<file path="src/rtl/mglcm_pkg.sv">
// ----------------------------------------------------------------------------
// mglcm_pkg
// Shared constants, types and helper functions of the masked horizontal
// gray-level co-occurrence matrix block.
// ----------------------------------------------------------------------------
`default_nettype none

package mglcm_pkg;

    localparam int MAX_LEVELS     = 8;
    localparam int COUNT_BITS     = 20;
    localparam int LEVEL_BITS     = $clog2(MAX_LEVELS);
    localparam int NBINS          = MAX_LEVELS * MAX_LEVELS;
    localparam int BIN_IDX_BITS   = $clog2(NBINS);
    localparam int LV_BITS        = 4;
    localparam int PIXEL_BITS     = 18;
    localparam int FRAC_BITS      = 16;
    localparam int PROB_BITS      = FRAC_BITS + 1;
    localparam int NUM_BITS       = COUNT_BITS + PROB_BITS;
    localparam int QUEUE_DEPTH    = 4;
    localparam int CFG_INDEX_BITS = 1;
    localparam int CFG_DATA_BITS  = 4;

    localparam logic [CFG_INDEX_BITS-1:0] REG_NUM_LEVELS = 1'b0;
    localparam logic [CFG_INDEX_BITS-1:0] REG_USE_MASK   = 1'b1;

    localparam logic [LV_BITS-1:0]    LEVELS_RESET = LV_BITS'(MAX_LEVELS);
    localparam logic [LV_BITS-1:0]    LEVELS_MIN   = LV_BITS'(2);
    localparam logic [COUNT_BITS-1:0] COUNT_MAX    = {COUNT_BITS{1'b1}};
    localparam logic [PROB_BITS-1:0]  PROB_ONE     = PROB_BITS'(1) << FRAC_BITS;

    typedef struct packed {
        logic                    upd;
        logic [BIN_IDX_BITS-1:0] idx;
        logic                    emit;
        logic                    inv;
        logic [LV_BITS-1:0]      lv;
    } cmd_t;

    typedef enum logic [2:0] {
        BK_RUN,
        BK_FLUSH,
        BK_READ,
        BK_LOAD,
        BK_DIV,
        BK_PUT
    } back_state_t;

    function automatic logic [LV_BITS-1:0] eff_levels(input logic [LV_BITS-1:0] l);
        logic [LV_BITS-1:0] r;
        r = l;
        if (l < LEVELS_MIN) begin
            r = LEVELS_MIN;
        end else if (l > LEVELS_RESET) begin
            r = LEVELS_RESET;
        end
        return r;
    endfunction

endpackage

`default_nettype wire

</file>
<file path="src/rtl/mglcm_ram.sv">
// ----------------------------------------------------------------------------
// mglcm_ram
// Generic single-write, single-read RAM with a registered read port.
// A read of the address being written returns the old contents.
// ----------------------------------------------------------------------------
`default_nettype none

module mglcm_ram #(
    parameter int WIDTH = 8,
    parameter int DEPTH = 16
) (
    input  wire logic                     aclk,
    input  wire logic                     wr_en,
    input  wire logic [$clog2(DEPTH)-1:0] wr_addr,
    input  wire logic [WIDTH-1:0]         wr_data,
    input  wire logic [$clog2(DEPTH)-1:0] rd_addr,
    output logic      [WIDTH-1:0]         rd_data
);

    logic [WIDTH-1:0] mem_reg [DEPTH];

    always_ff @(posedge aclk) begin
        if (wr_en) begin
            mem_reg[wr_addr] <= wr_data;
        end
        rd_data <= mem_reg[rd_addr];
    end

endmodule

`default_nettype wire

</file>
<file path="src/rtl/mglcm_fifo.sv">
// ----------------------------------------------------------------------------
// mglcm_fifo
// Short command queue between the pixel front end and the histogram back end.
// ----------------------------------------------------------------------------
`default_nettype none

module mglcm_fifo (
    input  wire logic            aclk,
    input  wire logic            aresetn,
    input  wire logic            push,
    input  wire mglcm_pkg::cmd_t push_data,
    output logic                 full,
    input  wire logic            pop,
    output mglcm_pkg::cmd_t      pop_data,
    output logic                 empty
);
    import mglcm_pkg::*;

    localparam int PTR_BITS = $clog2(QUEUE_DEPTH);

    cmd_t                mem_reg [QUEUE_DEPTH];
    logic [PTR_BITS-1:0] wr_ptr_reg;
    logic [PTR_BITS-1:0] rd_ptr_reg;
    logic [PTR_BITS:0]   count_reg;

    assign full     = (count_reg == (PTR_BITS+1)'(QUEUE_DEPTH));
    assign empty    = (count_reg == '0);
    assign pop_data = mem_reg[rd_ptr_reg];

    function automatic logic [PTR_BITS-1:0] ptr_inc(input logic [PTR_BITS-1:0] p);
        return (p == PTR_BITS'(QUEUE_DEPTH - 1)) ? '0 : p + 1'b1;
    endfunction

    always_ff @(posedge aclk) begin
        if (!aresetn) begin
            wr_ptr_reg <= '0;
            rd_ptr_reg <= '0;
            count_reg  <= '0;
        end else begin
            if (push) begin
                wr_ptr_reg <= ptr_inc(wr_ptr_reg);
            end
            if (pop) begin
                rd_ptr_reg <= ptr_inc(rd_ptr_reg);
            end
            if (push && !pop) begin
                count_reg <= count_reg + 1'b1;
            end else if (pop && !push) begin
                count_reg <= count_reg - 1'b1;
            end
        end
    end

    always_ff @(posedge aclk) begin
        if (push) begin
            mem_reg[wr_ptr_reg] <= push_data;
        end
    end

endmodule

`default_nettype wire

</file>
<file path="src/rtl/mglcm_front.sv">
// ----------------------------------------------------------------------------
// mglcm_front
// Accepts pixels, quantizes them, tracks the left neighbor of each row and
// turns pixels into histogram updates and/or emission requests.
// ----------------------------------------------------------------------------
`default_nettype none

module mglcm_front (
    input  wire logic                                   aclk,
    input  wire logic                                   aresetn,
    input  wire logic [mglcm_pkg::LV_BITS-1:0]          lv,
    input  wire logic                                   use_mask,
    input  wire logic                                   s_valid,
    output logic                                        s_ready,
    input  wire logic signed [mglcm_pkg::PIXEL_BITS-1:0] s_pixel,
    input  wire logic                                   s_in_mask,
    input  wire logic                                   s_row_last,
    input  wire logic                                   s_image_last,
    input  wire logic                                   q_full,
    output logic                                        q_push,
    output mglcm_pkg::cmd_t                             q_data
);
    import mglcm_pkg::*;

    logic [LEVEL_BITS-1:0]           prev_level_reg;
    logic                            prev_valid_reg;
    logic                            inv_seen_reg;
    logic                            accept;
    logic                            pix_ok;
    logic                            usable;
    logic [FRAC_BITS+LV_BITS-1:0]    prod;
    logic [LV_BITS-1:0]              lv_m1;
    logic [LEVEL_BITS-1:0]           level;
    logic [BIN_IDX_BITS:0]           idx_sum;

    assign s_ready = !q_full;
    assign accept  = s_valid && s_ready;

    // Valid pixels lie in [0, 1.0]; 1.0 itself maps to the top level.
    assign pix_ok  = !s_pixel[PIXEL_BITS-1]
                     && (!s_pixel[FRAC_BITS] || (s_pixel[FRAC_BITS-1:0] == '0));
    assign prod    = s_pixel[FRAC_BITS-1:0] * lv;
    assign lv_m1   = lv - 1'b1;
    assign level   = s_pixel[FRAC_BITS] ? lv_m1[LEVEL_BITS-1:0]
                                        : prod[FRAC_BITS +: LEVEL_BITS];
    assign usable  = pix_ok && (!use_mask || s_in_mask);
    assign idx_sum = (BIN_IDX_BITS+1)'(level) * (BIN_IDX_BITS+1)'(lv)
                     + (BIN_IDX_BITS+1)'(prev_level_reg);

    always_comb begin
        q_data.upd  = usable && prev_valid_reg;
        q_data.idx  = idx_sum[BIN_IDX_BITS-1:0];
        q_data.emit = s_image_last;
        q_data.inv  = inv_seen_reg || !pix_ok;
        q_data.lv   = lv;
        q_push      = accept && (q_data.upd || q_data.emit);
    end

    always_ff @(posedge aclk) begin
        if (!aresetn) begin
            prev_level_reg <= '0;
            prev_valid_reg <= 1'b0;
            inv_seen_reg   <= 1'b0;
        end else if (accept) begin
            prev_valid_reg <= usable && !s_row_last && !s_image_last;
            if (s_image_last) begin
                prev_level_reg <= '0;
                inv_seen_reg   <= 1'b0;
            end else begin
                if (usable) begin
                    prev_level_reg <= level;
                end
                if (!pix_ok) begin
                    inv_seen_reg <= 1'b1;
                end
            end
        end
    end

endmodule

`default_nettype wire

</file>
<file path="src/rtl/mglcm_div.sv">
// ----------------------------------------------------------------------------
// mglcm_div
// Radix-2 restoring divider computing round(bin * 2^16 / total), one quotient
// bit per cycle. The quotient is held until the next start.
// ----------------------------------------------------------------------------
`default_nettype none

module mglcm_div (
    input  wire logic                             aclk,
    input  wire logic                             aresetn,
    input  wire logic                             start,
    input  wire logic [mglcm_pkg::COUNT_BITS-1:0] bin,
    input  wire logic [mglcm_pkg::COUNT_BITS-1:0] total,
    output logic                                  done,
    output logic      [mglcm_pkg::PROB_BITS-1:0]  quotient
);
    import mglcm_pkg::*;

    localparam int CNT_BITS = $clog2(PROB_BITS);

    logic [COUNT_BITS-1:0] rem_reg;
    logic [COUNT_BITS-1:0] div_reg;
    logic [PROB_BITS-1:0]  quo_reg;
    logic [CNT_BITS-1:0]   cnt_reg;
    logic                  run_reg;
    logic                  done_reg;
    logic [NUM_BITS-1:0]   num;
    logic [COUNT_BITS:0]   shifted;
    logic [COUNT_BITS:0]   diff;
    logic                  ge;

    assign num      = {1'b0, bin, FRAC_BITS'(0)} + NUM_BITS'(total >> 1);
    assign shifted  = {rem_reg, quo_reg[PROB_BITS-1]};
    assign ge       = (shifted >= {1'b0, div_reg});
    assign diff     = shifted - {1'b0, div_reg};
    assign done     = done_reg;
    assign quotient = quo_reg;

    always_ff @(posedge aclk) begin
        if (!aresetn) begin
            run_reg  <= 1'b0;
            done_reg <= 1'b0;
            cnt_reg  <= '0;
        end else begin
            done_reg <= 1'b0;
            if (start) begin
                run_reg <= 1'b1;
                cnt_reg <= CNT_BITS'(PROB_BITS - 1);
            end else if (run_reg) begin
                cnt_reg <= cnt_reg - 1'b1;
                if (cnt_reg == '0) begin
                    run_reg  <= 1'b0;
                    done_reg <= 1'b1;
                end
            end
        end
    end

    always_ff @(posedge aclk) begin
        if (start) begin
            rem_reg <= num[NUM_BITS-1:PROB_BITS];
            quo_reg <= num[PROB_BITS-1:0];
            div_reg <= total;
        end else if (run_reg) begin
            rem_reg <= ge ? diff[COUNT_BITS-1:0] : shifted[COUNT_BITS-1:0];
            quo_reg <= {quo_reg[PROB_BITS-2:0], ge};
        end
    end

endmodule

`default_nettype wire

</file>
<file path="src/rtl/mglcm_back.sv">
// ----------------------------------------------------------------------------
// mglcm_back
// Executes queued histogram updates as a two-stage read-modify-write on the
// bin RAM, and on an emission request sweeps the bins, normalizes each one
// and presents it on the result channel.
// ----------------------------------------------------------------------------
`default_nettype none

module mglcm_back (
    input  wire logic                               aclk,
    input  wire logic                               aresetn,
    input  wire logic                               q_empty,
    input  wire mglcm_pkg::cmd_t                    q_data,
    output logic                                    q_pop,
    output logic                                    m_valid,
    input  wire logic                               m_ready,
    output logic      [mglcm_pkg::PROB_BITS-1:0]    m_probability,
    output logic      [mglcm_pkg::LEVEL_BITS-1:0]   m_first_level,
    output logic      [mglcm_pkg::LEVEL_BITS-1:0]   m_second_level,
    output logic      [mglcm_pkg::COUNT_BITS-1:0]   m_bin_count,
    output logic                                    m_had_invalid,
    output logic                                    m_no_pairs,
    output logic                                    m_last_entry
);
    import mglcm_pkg::*;

    back_state_t             state_reg;
    back_state_t             state_next;
    logic                    b_valid_reg;
    logic [BIN_IDX_BITS-1:0] b_idx_reg;
    logic                    fwd_valid_reg;
    logic [BIN_IDX_BITS-1:0] fwd_idx_reg;
    logic [COUNT_BITS-1:0]   fwd_data_reg;
    logic [NBINS-1:0]        hist_valid_reg;
    logic [COUNT_BITS-1:0]   total_reg;
    logic [LV_BITS-1:0]      lv_reg;
    logic                    inv_reg;
    logic [BIN_IDX_BITS-1:0] e_reg;
    logic [LEVEL_BITS-1:0]   col_reg;
    logic [LEVEL_BITS-1:0]   row_reg;
    logic [COUNT_BITS-1:0]   bin_reg;
    logic                    m_valid_reg;

    logic [BIN_IDX_BITS-1:0] rd_addr;
    logic [COUNT_BITS-1:0]   rd_data;
    logic [COUNT_BITS-1:0]   old_count;
    logic [COUNT_BITS-1:0]   new_count;
    logic [COUNT_BITS-1:0]   load_bin;
    logic [LV_BITS-1:0]      lv_m1;
    logic                    entry_last;
    logic                    total_zero;
    logic                    div_start;
    logic                    div_done;
    logic [PROB_BITS-1:0]    div_quo;
    logic [PROB_BITS-1:0]    prob;
    logic                    put;

    mglcm_ram #(
        .WIDTH (COUNT_BITS),
        .DEPTH (NBINS)
    ) u_ram (
        .aclk    (aclk),
        .wr_en   (b_valid_reg),
        .wr_addr (b_idx_reg),
        .wr_data (new_count),
        .rd_addr (rd_addr),
        .rd_data (rd_data)
    );

    mglcm_div u_div (
        .aclk     (aclk),
        .aresetn  (aresetn),
        .start    (div_start),
        .bin      (load_bin),
        .total    (total_reg),
        .done     (div_done),
        .quotient (div_quo)
    );

    // A bin that was written in the previous cycle is forwarded, since the
    // RAM returned its old contents.
    always_comb begin
        if (fwd_valid_reg && (fwd_idx_reg == b_idx_reg)) begin
            old_count = fwd_data_reg;
        end else if (hist_valid_reg[b_idx_reg]) begin
            old_count = rd_data;
        end else begin
            old_count = '0;
        end
        new_count = (old_count == COUNT_MAX) ? COUNT_MAX : old_count + 1'b1;
    end

    assign load_bin   = hist_valid_reg[e_reg] ? rd_data : '0;
    assign lv_m1      = lv_reg - 1'b1;
    assign entry_last = (col_reg == lv_m1[LEVEL_BITS-1:0])
                        && (row_reg == lv_m1[LEVEL_BITS-1:0]);
    assign total_zero = (total_reg == '0);
    assign prob       = total_zero ? '0 : ((div_quo > PROB_ONE) ? PROB_ONE : div_quo);

    always_comb begin
        state_next = state_reg;
        case (state_reg)
            BK_RUN: begin
                if (!q_empty && q_data.emit) begin
                    state_next = BK_FLUSH;
                end
            end
            BK_FLUSH: begin
                state_next = BK_READ;
            end
            BK_READ: begin
                state_next = BK_LOAD;
            end
            BK_LOAD: begin
                state_next = total_zero ? BK_PUT : BK_DIV;
            end
            BK_DIV: begin
                if (div_done) begin
                    state_next = BK_PUT;
                end
            end
            BK_PUT: begin
                if (!m_valid_reg || m_ready) begin
                    state_next = entry_last ? BK_RUN : BK_READ;
                end
            end
            default: begin
                state_next = BK_RUN;
            end
        endcase
    end

    always_comb begin
        q_pop     = 1'b0;
        rd_addr   = q_data.idx;
        div_start = 1'b0;
        put       = 1'b0;
        case (state_reg)
            BK_RUN: begin
                q_pop = !q_empty;
            end
            BK_READ: begin
                rd_addr = e_reg;
            end
            BK_LOAD: begin
                div_start = !total_zero;
            end
            BK_PUT: begin
                put = !m_valid_reg || m_ready;
            end
            default: begin
                q_pop = 1'b0;
            end
        endcase
    end

    always_ff @(posedge aclk) begin
        if (!aresetn) begin
            state_reg      <= BK_RUN;
            b_valid_reg    <= 1'b0;
            fwd_valid_reg  <= 1'b0;
            hist_valid_reg <= '0;
            total_reg      <= '0;
            m_valid_reg    <= 1'b0;
        end else begin
            state_reg     <= state_next;
            b_valid_reg   <= q_pop && q_data.upd;
            fwd_valid_reg <= b_valid_reg;
            if (put && entry_last) begin
                hist_valid_reg <= '0;
                total_reg      <= '0;
            end else if (b_valid_reg) begin
                hist_valid_reg[b_idx_reg] <= 1'b1;
                if (total_reg != COUNT_MAX) begin
                    total_reg <= total_reg + 1'b1;
                end
            end
            if (put) begin
                m_valid_reg <= 1'b1;
            end else if (m_ready) begin
                m_valid_reg <= 1'b0;
            end
        end
    end

    always_ff @(posedge aclk) begin
        b_idx_reg    <= q_data.idx;
        fwd_idx_reg  <= b_idx_reg;
        fwd_data_reg <= new_count;
        if (q_pop && q_data.emit) begin
            lv_reg  <= q_data.lv;
            inv_reg <= q_data.inv;
            e_reg   <= '0;
            col_reg <= '0;
            row_reg <= '0;
        end
        if (state_reg == BK_LOAD) begin
            bin_reg <= load_bin;
        end
        if (put) begin
            m_probability  <= prob;
            m_first_level  <= col_reg;
            m_second_level <= row_reg;
            m_bin_count    <= bin_reg;
            m_had_invalid  <= inv_reg;
            m_no_pairs     <= total_zero;
            m_last_entry   <= entry_last;
            e_reg          <= e_reg + 1'b1;
            if (col_reg == lv_m1[LEVEL_BITS-1:0]) begin
                col_reg <= '0;
                row_reg <= row_reg + 1'b1;
            end else begin
                col_reg <= col_reg + 1'b1;
            end
        end
    end

    assign m_valid = m_valid_reg;

endmodule

`default_nettype wire

</file>
<file path="src/rtl/masked_glcm_horizontal.sv">
// ----------------------------------------------------------------------------
// masked_glcm_horizontal
// Streaming gray-level co-occurrence matrix over horizontally adjacent pixel
// pairs, with optional masking, emitted as normalized entries at image end.
//
//   Channel  Ports               Moves
//   input    s_valid / s_ready   one pixel request with mask and row markers
//   result   m_valid / m_ready   one matrix entry request per level pair
//   config   cfg_wr_en           register write, no handshake
//
// Pixels are taken one per cycle unless the queue is full; a four-entry
// command queue separates the quantizer from the two-stage bin update
// pipeline on the bin RAM. At image end a flush state is followed, for each
// of the L*L entries, by a RAM read, a load, the 17-step divider and an
// output state; the divider is skipped when no pair was counted.
// Pixels keep entering the queue during emission until it fills.
// Reset clears the bin valid flags at once; there is no clearing pass.
// ----------------------------------------------------------------------------
`default_nettype none

module masked_glcm_horizontal (
    input  wire logic                                    aclk,
    input  wire logic                                    aresetn,
    input  wire logic                                    cfg_wr_en,
    input  wire logic [mglcm_pkg::CFG_INDEX_BITS-1:0]    cfg_index,
    input  wire logic [mglcm_pkg::CFG_DATA_BITS-1:0]     cfg_wdata,
    input  wire logic                                    s_valid,
    output logic                                         s_ready,
    input  wire logic signed [mglcm_pkg::PIXEL_BITS-1:0] s_pixel,
    input  wire logic                                    s_in_mask,
    input  wire logic                                    s_row_last,
    input  wire logic                                    s_image_last,
    output logic                                         m_valid,
    input  wire logic                                    m_ready,
    output logic      [mglcm_pkg::PROB_BITS-1:0]         m_probability,
    output logic      [mglcm_pkg::LEVEL_BITS-1:0]        m_first_level,
    output logic      [mglcm_pkg::LEVEL_BITS-1:0]        m_second_level,
    output logic      [mglcm_pkg::COUNT_BITS-1:0]        m_bin_count,
    output logic                                         m_had_invalid,
    output logic                                         m_no_pairs,
    output logic                                         m_last_entry
);
    import mglcm_pkg::*;

    logic [LV_BITS-1:0] num_levels_reg;
    logic               use_mask_reg;
    logic [LV_BITS-1:0] lv;
    logic               q_full;
    logic               q_empty;
    logic               q_push;
    logic               q_pop;
    cmd_t               push_cmd;
    cmd_t               pop_cmd;

    always_ff @(posedge aclk) begin
        if (!aresetn) begin
            num_levels_reg <= LEVELS_RESET;
            use_mask_reg   <= 1'b0;
        end else if (cfg_wr_en) begin
            case (cfg_index)
                REG_NUM_LEVELS: begin
                    num_levels_reg <= cfg_wdata[LV_BITS-1:0];
                end
                REG_USE_MASK: begin
                    use_mask_reg <= cfg_wdata[0];
                end
                default: begin
                    use_mask_reg <= use_mask_reg;
                end
            endcase
        end
    end

    assign lv = eff_levels(num_levels_reg);

    mglcm_front u_front (
        .aclk         (aclk),
        .aresetn      (aresetn),
        .lv           (lv),
        .use_mask     (use_mask_reg),
        .s_valid      (s_valid),
        .s_ready      (s_ready),
        .s_pixel      (s_pixel),
        .s_in_mask    (s_in_mask),
        .s_row_last   (s_row_last),
        .s_image_last (s_image_last),
        .q_full       (q_full),
        .q_push       (q_push),
        .q_data       (push_cmd)
    );

    mglcm_fifo u_fifo (
        .aclk      (aclk),
        .aresetn   (aresetn),
        .push      (q_push),
        .push_data (push_cmd),
        .full      (q_full),
        .pop       (q_pop),
        .pop_data  (pop_cmd),
        .empty     (q_empty)
    );

    mglcm_back u_back (
        .aclk           (aclk),
        .aresetn        (aresetn),
        .q_empty        (q_empty),
        .q_data         (pop_cmd),
        .q_pop          (q_pop),
        .m_valid        (m_valid),
        .m_ready        (m_ready),
        .m_probability  (m_probability),
        .m_first_level  (m_first_level),
        .m_second_level (m_second_level),
        .m_bin_count    (m_bin_count),
        .m_had_invalid  (m_had_invalid),
        .m_no_pairs     (m_no_pairs),
        .m_last_entry   (m_last_entry)
    );

endmodule

`default_nettype wire

</file>
<file path="config.mk">
export PLATFORM = sky130hd
export DESIGN_NAME = masked_glcm_horizontal
export DESIGN_NICKNAME = d
export VERILOG_FILES = /design/src/rtl/mglcm_pkg.sv /design/src/rtl/mglcm_ram.sv /design/src/rtl/mglcm_fifo.sv /design/src/rtl/mglcm_front.sv /design/src/rtl/mglcm_div.sv /design/src/rtl/mglcm_back.sv /design/src/rtl/masked_glcm_horizontal.sv
export SDC_FILE = /design/constraint.sdc
export NUM_CORES = 2
export LEC_CHECK = 0
export ABC_AREA = 1
export ABC_CLOCK_PERIOD_IN_PS = 13900
export BUFFER_PORTS_ARGS = -buffer_cell sky130_fd_sc_hd__clkbuf_2
export CORE_ASPECT_RATIO = 0.75
export CORE_MARGIN = 5
export CORE_UTILIZATION = 35
export CTS_CLUSTER_SIZE = 8
export DETAILED_ROUTE_END_ITERATION = 10
export PLACE_DENSITY_LB_ADDON = 0.08
export SLEW_MARGIN = 20
export SYNTH_ARGS = -nofsm -noshare
export SYNTH_HDL_FRONTEND = slang
export SYNTH_SLANG_ARGS = --single-unit
</file>
<file path="constraint.sdc">
create_clock -name aclk -period 13.9 [get_ports aclk]
set_input_delay 1.39 -clock aclk [delete_from_list [all_inputs] [get_ports aclk]]
set_output_delay 1.39 -clock aclk [all_outputs]
set_load 0.005 [all_outputs]
</file>
Word-level counts from Yosys, hierarchy flattened --
Memory sizes are Yosys's and may differ from the RTL's. A register that Yosys moved wholly into a read port is not among the register bits. Index checks and enable logic that the tools add are counted.
Word-level totals: bits in registers 285, bits in writable memories 1332, input port bits 31, output and inout port bits 48, word-level logic and storage cells 197, memories kept 2
Cells by class: add/subtract/negate cells 15, $mul 2, order comparisons 7, equal/unequal tests 17, multiplexer cells 59, bitwise gates (word level) 4, reduce and logical (&&, ||, !) cells 53
Memory list:
- u_back.u_ram.mem_reg | words 64, width 20, read ports 1, clocked after Yosys merged registers in 1, wr ports 1, RTL line mglcm_ram.sv:20 | logic [WIDTH-1:0] mem_reg [DEPTH];
- u_fifo.mem_reg | words 4, width 13, read ports 1, clocked after Yosys merged registers in 1, wr ports 1, RTL line mglcm_fifo.sv:21 | cmd_t mem_reg [QUEUE_DEPTH];
Operator list (count):
- two-way mux 20 bit | 7
- OR 64 bit | 1
- two-way mux 17 bit | 3
- two-way mux 3 bit | 14
- adder 20 x 1 -> 20 bit (second input constant) | 2
- adder 36 x 19 -> 37 bit | 1
- greater-or-equal comparator 21 x 20 -> 1 bit | 1
- == test 20 bit (second input constant) | 1
- zero test 20 bit | 1
- != test 20 bit (second input constant) | 1
- subtractor 20 bit | 1
- multiplier 16 x 4 -> 19 bit | 1
- two-way mux 1 bit | 19
- two-way mux 6 bit | 3
- case mux 3 bit (6 select lines) | 1
- greater-than comparator 17 bit (second input constant) | 1
- logical AND 1 bit | 16
- zero test 16 bit | 1
- less-than comparator 6 x 7 -> 1 bit (second input constant) | 2
- binary-select mux 1 bit (select 6 bit) | 2
- zero test 1 bit | 12
- two-way mux 2 bit | 5
- two-way mux 5 bit | 2
- AND reduction 2 bit | 5
- 28 further kinds | 54

Logic depth before layout (Yosys ltp) --
word-level depth 11, gate-level depth with buffers 33

Hierarchy --
Synthesis repeated with hierarchy kept, for this count alone.
Second synthesis, totals: cells, all modules 6862, area, all modules 71761.3 um^2
By module, submodules not included:
- mglcm_ram | instances 1, cells an instance 4373, area an instance 52123.7 um^2, sequential area each 38837.2 um^2
- mglcm_back | instances 1, cells an instance 1242, area an instance 9743.1 um^2, sequential area each 4874.7 um^2
- mglcm_div | instances 1, cells an instance 635, area an instance 4718.3 um^2, sequential area each 1851.8 um^2
- mglcm_front | instances 1, cells an instance 390, area an instance 2508.7 um^2, sequential area each 100.1 um^2
- mglcm_fifo | instances 1, cells an instance 185, area an instance 2433.6 um^2, sequential area each 1741.7 um^2
- masked_glcm_horizontal | instances 1, cells an instance 37, area an instance 234.0 um^2, sequential area each 100.1 um^2

Worst setup path after synthesis --
Ideal clock, no wire load.
kind input to register, start point in s_pixel[10] (netlist bit), end point mem u_fifo.mem_reg[0][11] (netlist bit) (data pin), arrival 5915 ps, data required time 13643 ps, slack 7727 ps, stages 25, cells stage by stage inv_1 > nor2_1 > fa_1 > inv_1 > fa_1 > inv_1 > ha_1 > a21oi_1 > o21ai_0 > a21oi_1 > nor2_1 > a311oi_1 > nand3_1 > nand3_1 > nand2_1 > nor2_1 > fa_1 > fa_1 > inv_1 > fa_1 > o21ai_0 > xor2_1 > nand4_1 > nand2_1 > inv_1
RTL lines:
- from (decl) | RTL line masked_glcm_horizontal.sv:29 | input wire logic signed [mglcm_pkg::PIXEL_BITS-1:0] s_pixel,
- to (decl) | RTL line mglcm_fifo.sv:21

==> load_flow_metrics.sql <==
INSERT INTO impl_metrics (metric_group, metric, value, unit) VALUES
('status', 'status', 'finished, final reports clean', ''),
('placement', 'globalplace.congestion', '0.827', ''),
('synthesis', 'synth.yosys.seq_area_share', '68.8', '%'),
('detailed_routing', 'drc', '0', ''),
('timing', 'relative_max_transition_margin', '22.2', '%'),
('global_route', 'routing_usage_on_met2', '30.2', '%'),
('placement', 'detailedPlace.worstSlack', '6.53', 'ns'),
('timing', 'timing.setup.tns', '0', 'ns'),
('cts', 'clock_latency', '0.84', 'ns'),
('power_and_ir_drop', 'cell_internal_power_dissipation', '9720', 'uW'),
('synthesis', 'synth_edf_count', '1464', ''),
('synthesis', 'post_synth_main_area_contributors', 'sky130_fd_sc_hd__edfxtp_1 (64%), sky130_fd_sc_hd__nor2_1 (5.6%), sky130_fd_sc_hd__o21ai_0 (5.4%)', ''),
('floorplanning', 'die-height', '394', 'microns'),
('timing', 'layout_worst_path_cycle_share', '52.6', '%'),
('worst_setup_path', 'critPathArrivalTime', '7.84', 'ns'),
('timing', 'rsz0062_at_grt', 'false', ''),
('global_route', 'grt_max_degree', '180', ''),
('detailed_routing', 'detail-route-antenna-nets', '0', ''),
('power_and_ir_drop', 'finalPower', '16300', 'uW'),
('worst_setup_path', 'timing.critical_path.buf_inv', '5', ''),
('detailed_routing', 'drt_iter0_markers', '4403', ''),
('worst_setup_path', 'critical_path_required', '14.43', 'ns'),
('synthesis', 'netlist_area', '68900', 'sq um'),
('floorplanning', 'design.portCount', '79', ''),
('min_path', 'hold_path.startpoint', 'u_back.bin_reg[8]', ''),
('cts', 'htreeDepth', '4', ''),
('worst_setup_path', 'worst_setup_path_startpoint', 'num_levels_reg[3]', ''),
('cts', 'tritoncts', 'built', ''),
('detailed_routing', 'routed-via-count', '46600', ''),
('global_route', 'groute.usage.overall', '20.5', '%'),
('worst_setup_path', 'ff2ff_path_depth', '26', ''),
('global_route', 'overflow', '0', ''),
('cts', 'clock_sink_count', '1635', ''),
('synthesis', 'synth_area_leader_cell', 'sky130_fd_sc_hd__edfxtp_1', ''),
('synthesis', 'yosys.cell_types.count', '58', ''),
('final_layout', 'largest_register_ffs', '1280', ''),
('worst_setup_path', 'crit_path_top_delay_cell', 'sky130_fd_sc_hd__clkinv_1', ''),
('detailed_routing', 'routed_wirelength', '215000', 'microns'),
('final_layout', 'multiInputGateArea', '19000', 'sq um'),
('power_and_ir_drop', 'comb_power_share', '34.8', '%'),
('worst_setup_path', 'rr_startpoint', 'num_levels_reg[3]', ''),
('power_and_ir_drop', 'p_sw', '6560', 'uW'),
('detailed_routing', 'routedWlPerCell', '24.5', 'microns'),
('final_layout', 'post_route_cells_drive_above_1_share', '9.93', '%'),
('worst_setup_path', 'critPathMaxFanout', '21', ''),
('synthesis', 'synth_ff_type', 'sky130_fd_sc_hd__edfxtp_1', ''),
('final_layout', 'register_area', '47400', 'sq um'),
('final_layout', 'final_net_count', '6150', ''),
('power_and_ir_drop', 'leakagePower', '0.0249', 'uW'),
('floorplanning', 'initial_core_util', '35.1', '%'),
('timing', 'timing.final.ws_setup', '6.58', 'ns'),
('synthesis', 'yosys_register_bits', '1635', ''),
('global_route', 'via_count_of_the_first_global_routing_pass', '45100', ''),
('min_path', 'whs_path_depth', '0', ''),
('synthesis', 'syn_inst', '5929', ''),
('cts', 'root_buf_cell', 'sky130_fd_sc_hd__clkbuf_16', ''),
('worst_setup_path', 'critical_path.most_common_cell', 'sky130_fd_sc_hd__fa_1', ''),
('floorplanning', 'die_width', '522', 'microns'),
('worst_setup_path', 'critPathTopFamily', 'adder cells', ''),
('synthesis', 'synth_area_per_cell', '11.6', 'sq um'),
('final_layout', 'utilization', '40.1', '%'),
('timing', 'final_hold_viol_count', '0', ''),
('final_layout', 'fill_cells', '18800', ''),
('worst_setup_path', 'critPathCaptureType', 'flip-flop', ''),
('synthesis', 'synth-warning-count', '0', ''),
('cts', 'cts.path.max_buffers', '3', ''),
('placement', 'buffer_ports.inserted', '78', ''),
('global_route', 'number_of_antenna_violations_at_the_first_check_in_global_routing', '11', ''),
('worst_setup_path', 'r2r-end', 'u_fifo.mem_reg[1][11]', ''),
('global_route', 'groute.layer.met1.usage', '31.5', '%'),
('worst_setup_path', 'cp_num_cells', '26', '');
[per-stage QoR]
stage          hold slack [ns]  instance area [sq um]  std cells
2_1_floorplan            0.351                  68900       5929
3_3_place_gp             0.403                  72500       8435
3_5_place_dp             0.405                  72500       8435
4_1_cts                  0.410                  78700       8774
5_1_grt                  0.424                  78800       8775
6_report                 0.410                  78800       8778
[synth_stat cells, types with 3 or more instances]
| cell | n |
|---|---|
| sky130_fd_sc_hd__o31ai_1 | 3 |
| sky130_fd_sc_hd__o211ai_1 | 199 |
| sky130_fd_sc_hd__clkbuf_1 | 281 |
| sky130_fd_sc_hd__buf_4 | 4 |
| sky130_fd_sc_hd__inv_1 | 347 |
| sky130_fd_sc_hd__o21ai_0 | 739 |
| sky130_fd_sc_hd__nor2_1 | 1030 |
| sky130_fd_sc_hd__o221ai_1 | 152 |
| sky130_fd_sc_hd__a21o_1 | 5 |
| sky130_fd_sc_hd__fa_1 | 34 |
| sky130_fd_sc_hd__nor2_2 | 3 |
| sky130_fd_sc_hd__or2_2 | 29 |
| sky130_fd_sc_hd__xor2_1 | 27 |
| sky130_fd_sc_hd__nor3_1 | 44 |
| sky130_fd_sc_hd__a21oi_1 | 82 |
| sky130_fd_sc_hd__nor2_4 | 4 |
| sky130_fd_sc_hd__xnor2_1 | 15 |
| sky130_fd_sc_hd__buf_6 | 10 |
| sky130_fd_sc_hd__edfxtp_1 | 1464 |
| sky130_fd_sc_hd__inv_2 | 6 |
| sky130_fd_sc_hd__nor4_1 | 14 |
| sky130_fd_sc_hd__a31oi_1 | 3 |
| sky130_fd_sc_hd__o21ai_1 | 17 |
| sky130_fd_sc_hd__a211oi_1 | 5 |
| sky130_fd_sc_hd__o21bai_1 | 3 |
| sky130_fd_sc_hd__ha_1 | 69 |
| sky130_fd_sc_hd__buf_1 | 8 |
| sky130_fd_sc_hd__nand2_2 | 14 |
| sky130_fd_sc_hd__nand2_1 | 632 |
| sky130_fd_sc_hd__dfxtp_1 | 171 |
| sky130_fd_sc_hd__nand3_2 | 9 |
| sky130_fd_sc_hd__buf_2 | 41 |
| sky130_fd_sc_hd__o22ai_1 | 154 |
| sky130_fd_sc_hd__nand4_1 | 39 |
| sky130_fd_sc_hd__nand3_1 | 241 |
[kinds of logic (layout without fill, tap and decap cells)]
| kind of cell | after synthesis | in the layout | share of synthesized area (%) |
|---|---|---|---|
| adder cells (fa/ha/maj) | 103 | 103 | 2.24 |
| buffers and inverters | 700 | 901 | 4.02 |
| AND/OR/NAND/NOR | 2069 | 2069 | 12.4 |
| flip-flops | 1635 | 1635 | 68.8 |
| other | 0 | 3 | 0 |
| AO/OA/AOI/OAI | 1380 | 1380 | 12.0 |
| XOR/XNOR | 42 | 42 | 0.534 |
[cells in the final DEF (no fill, tap or decap), drive strengths merged, types with 2 or more instances in the layout]
master     n
o21ai    756
o311ai     3
ha        69
a211oi     6
clkbuf   402
and2       2
nand2    648
o31ai      3
buf      129
o21bai     3
a21oi     82
nand3b     3
a21o       5
clkinv     9
o22ai    154
diode      3
xor2      27
nor3b      2
o211ai   199
nor3      45
o221ai   152
nand4     39
edfxtp  1464
inv      360
o41ai      2
nor4      14
nand3    250
a31oi      3
dfxtp    171
xnor2     15
or2       29
nor2    1037
o21a       2
fa        34
[per-layer routing]
layer / share of wire [%] / routed length (microns)
met5: 0.0060 / 13
met1: 49 / 106000
met2: 43 / 92700
met4: 1.8 / 3800
met3: 5.9 / 12700
[worst min path at each step]
stage / to / slack (ns)
2_1_floorplan: u_back.fwd_idx_reg[0] / 0.35
3_3_place_gp: u_back.m_bin_count[9] / 0.40
3_5_place_dp: u_back.m_bin_count[11] / 0.40
4_1_cts: u_back.m_bin_count[8] / 0.41
5_1_grt: u_back.m_bin_count[11] / 0.42
6_report: u_back.m_bin_count[8] / 0.41
[layout make-up]
cell class	count	share of cell area, %
Sequential cell	1635	60.2
Multi-Input combinational cell	3594	24.1
Clock buffer	324	7.62
Tap cell	2645	4.20
Timing Repair Buffer	207	1.83
Inverter	355	1.72
Clock inverter	15	0.346
Antenna cell	3	0.00953
[power by group through the flow]
stage                     clock (uW)  sequential [uW]  combinational (uW)
after floorplan                    0             5620                3370
after global placement             0             5710                5700
after detailed placement           0             5710                5700
after CTS                       5140             5610                5710
after global routing            5350             5620                6170
final                           5000             5610                5670
Note: power is estimated with default switching activity, not from simulation.
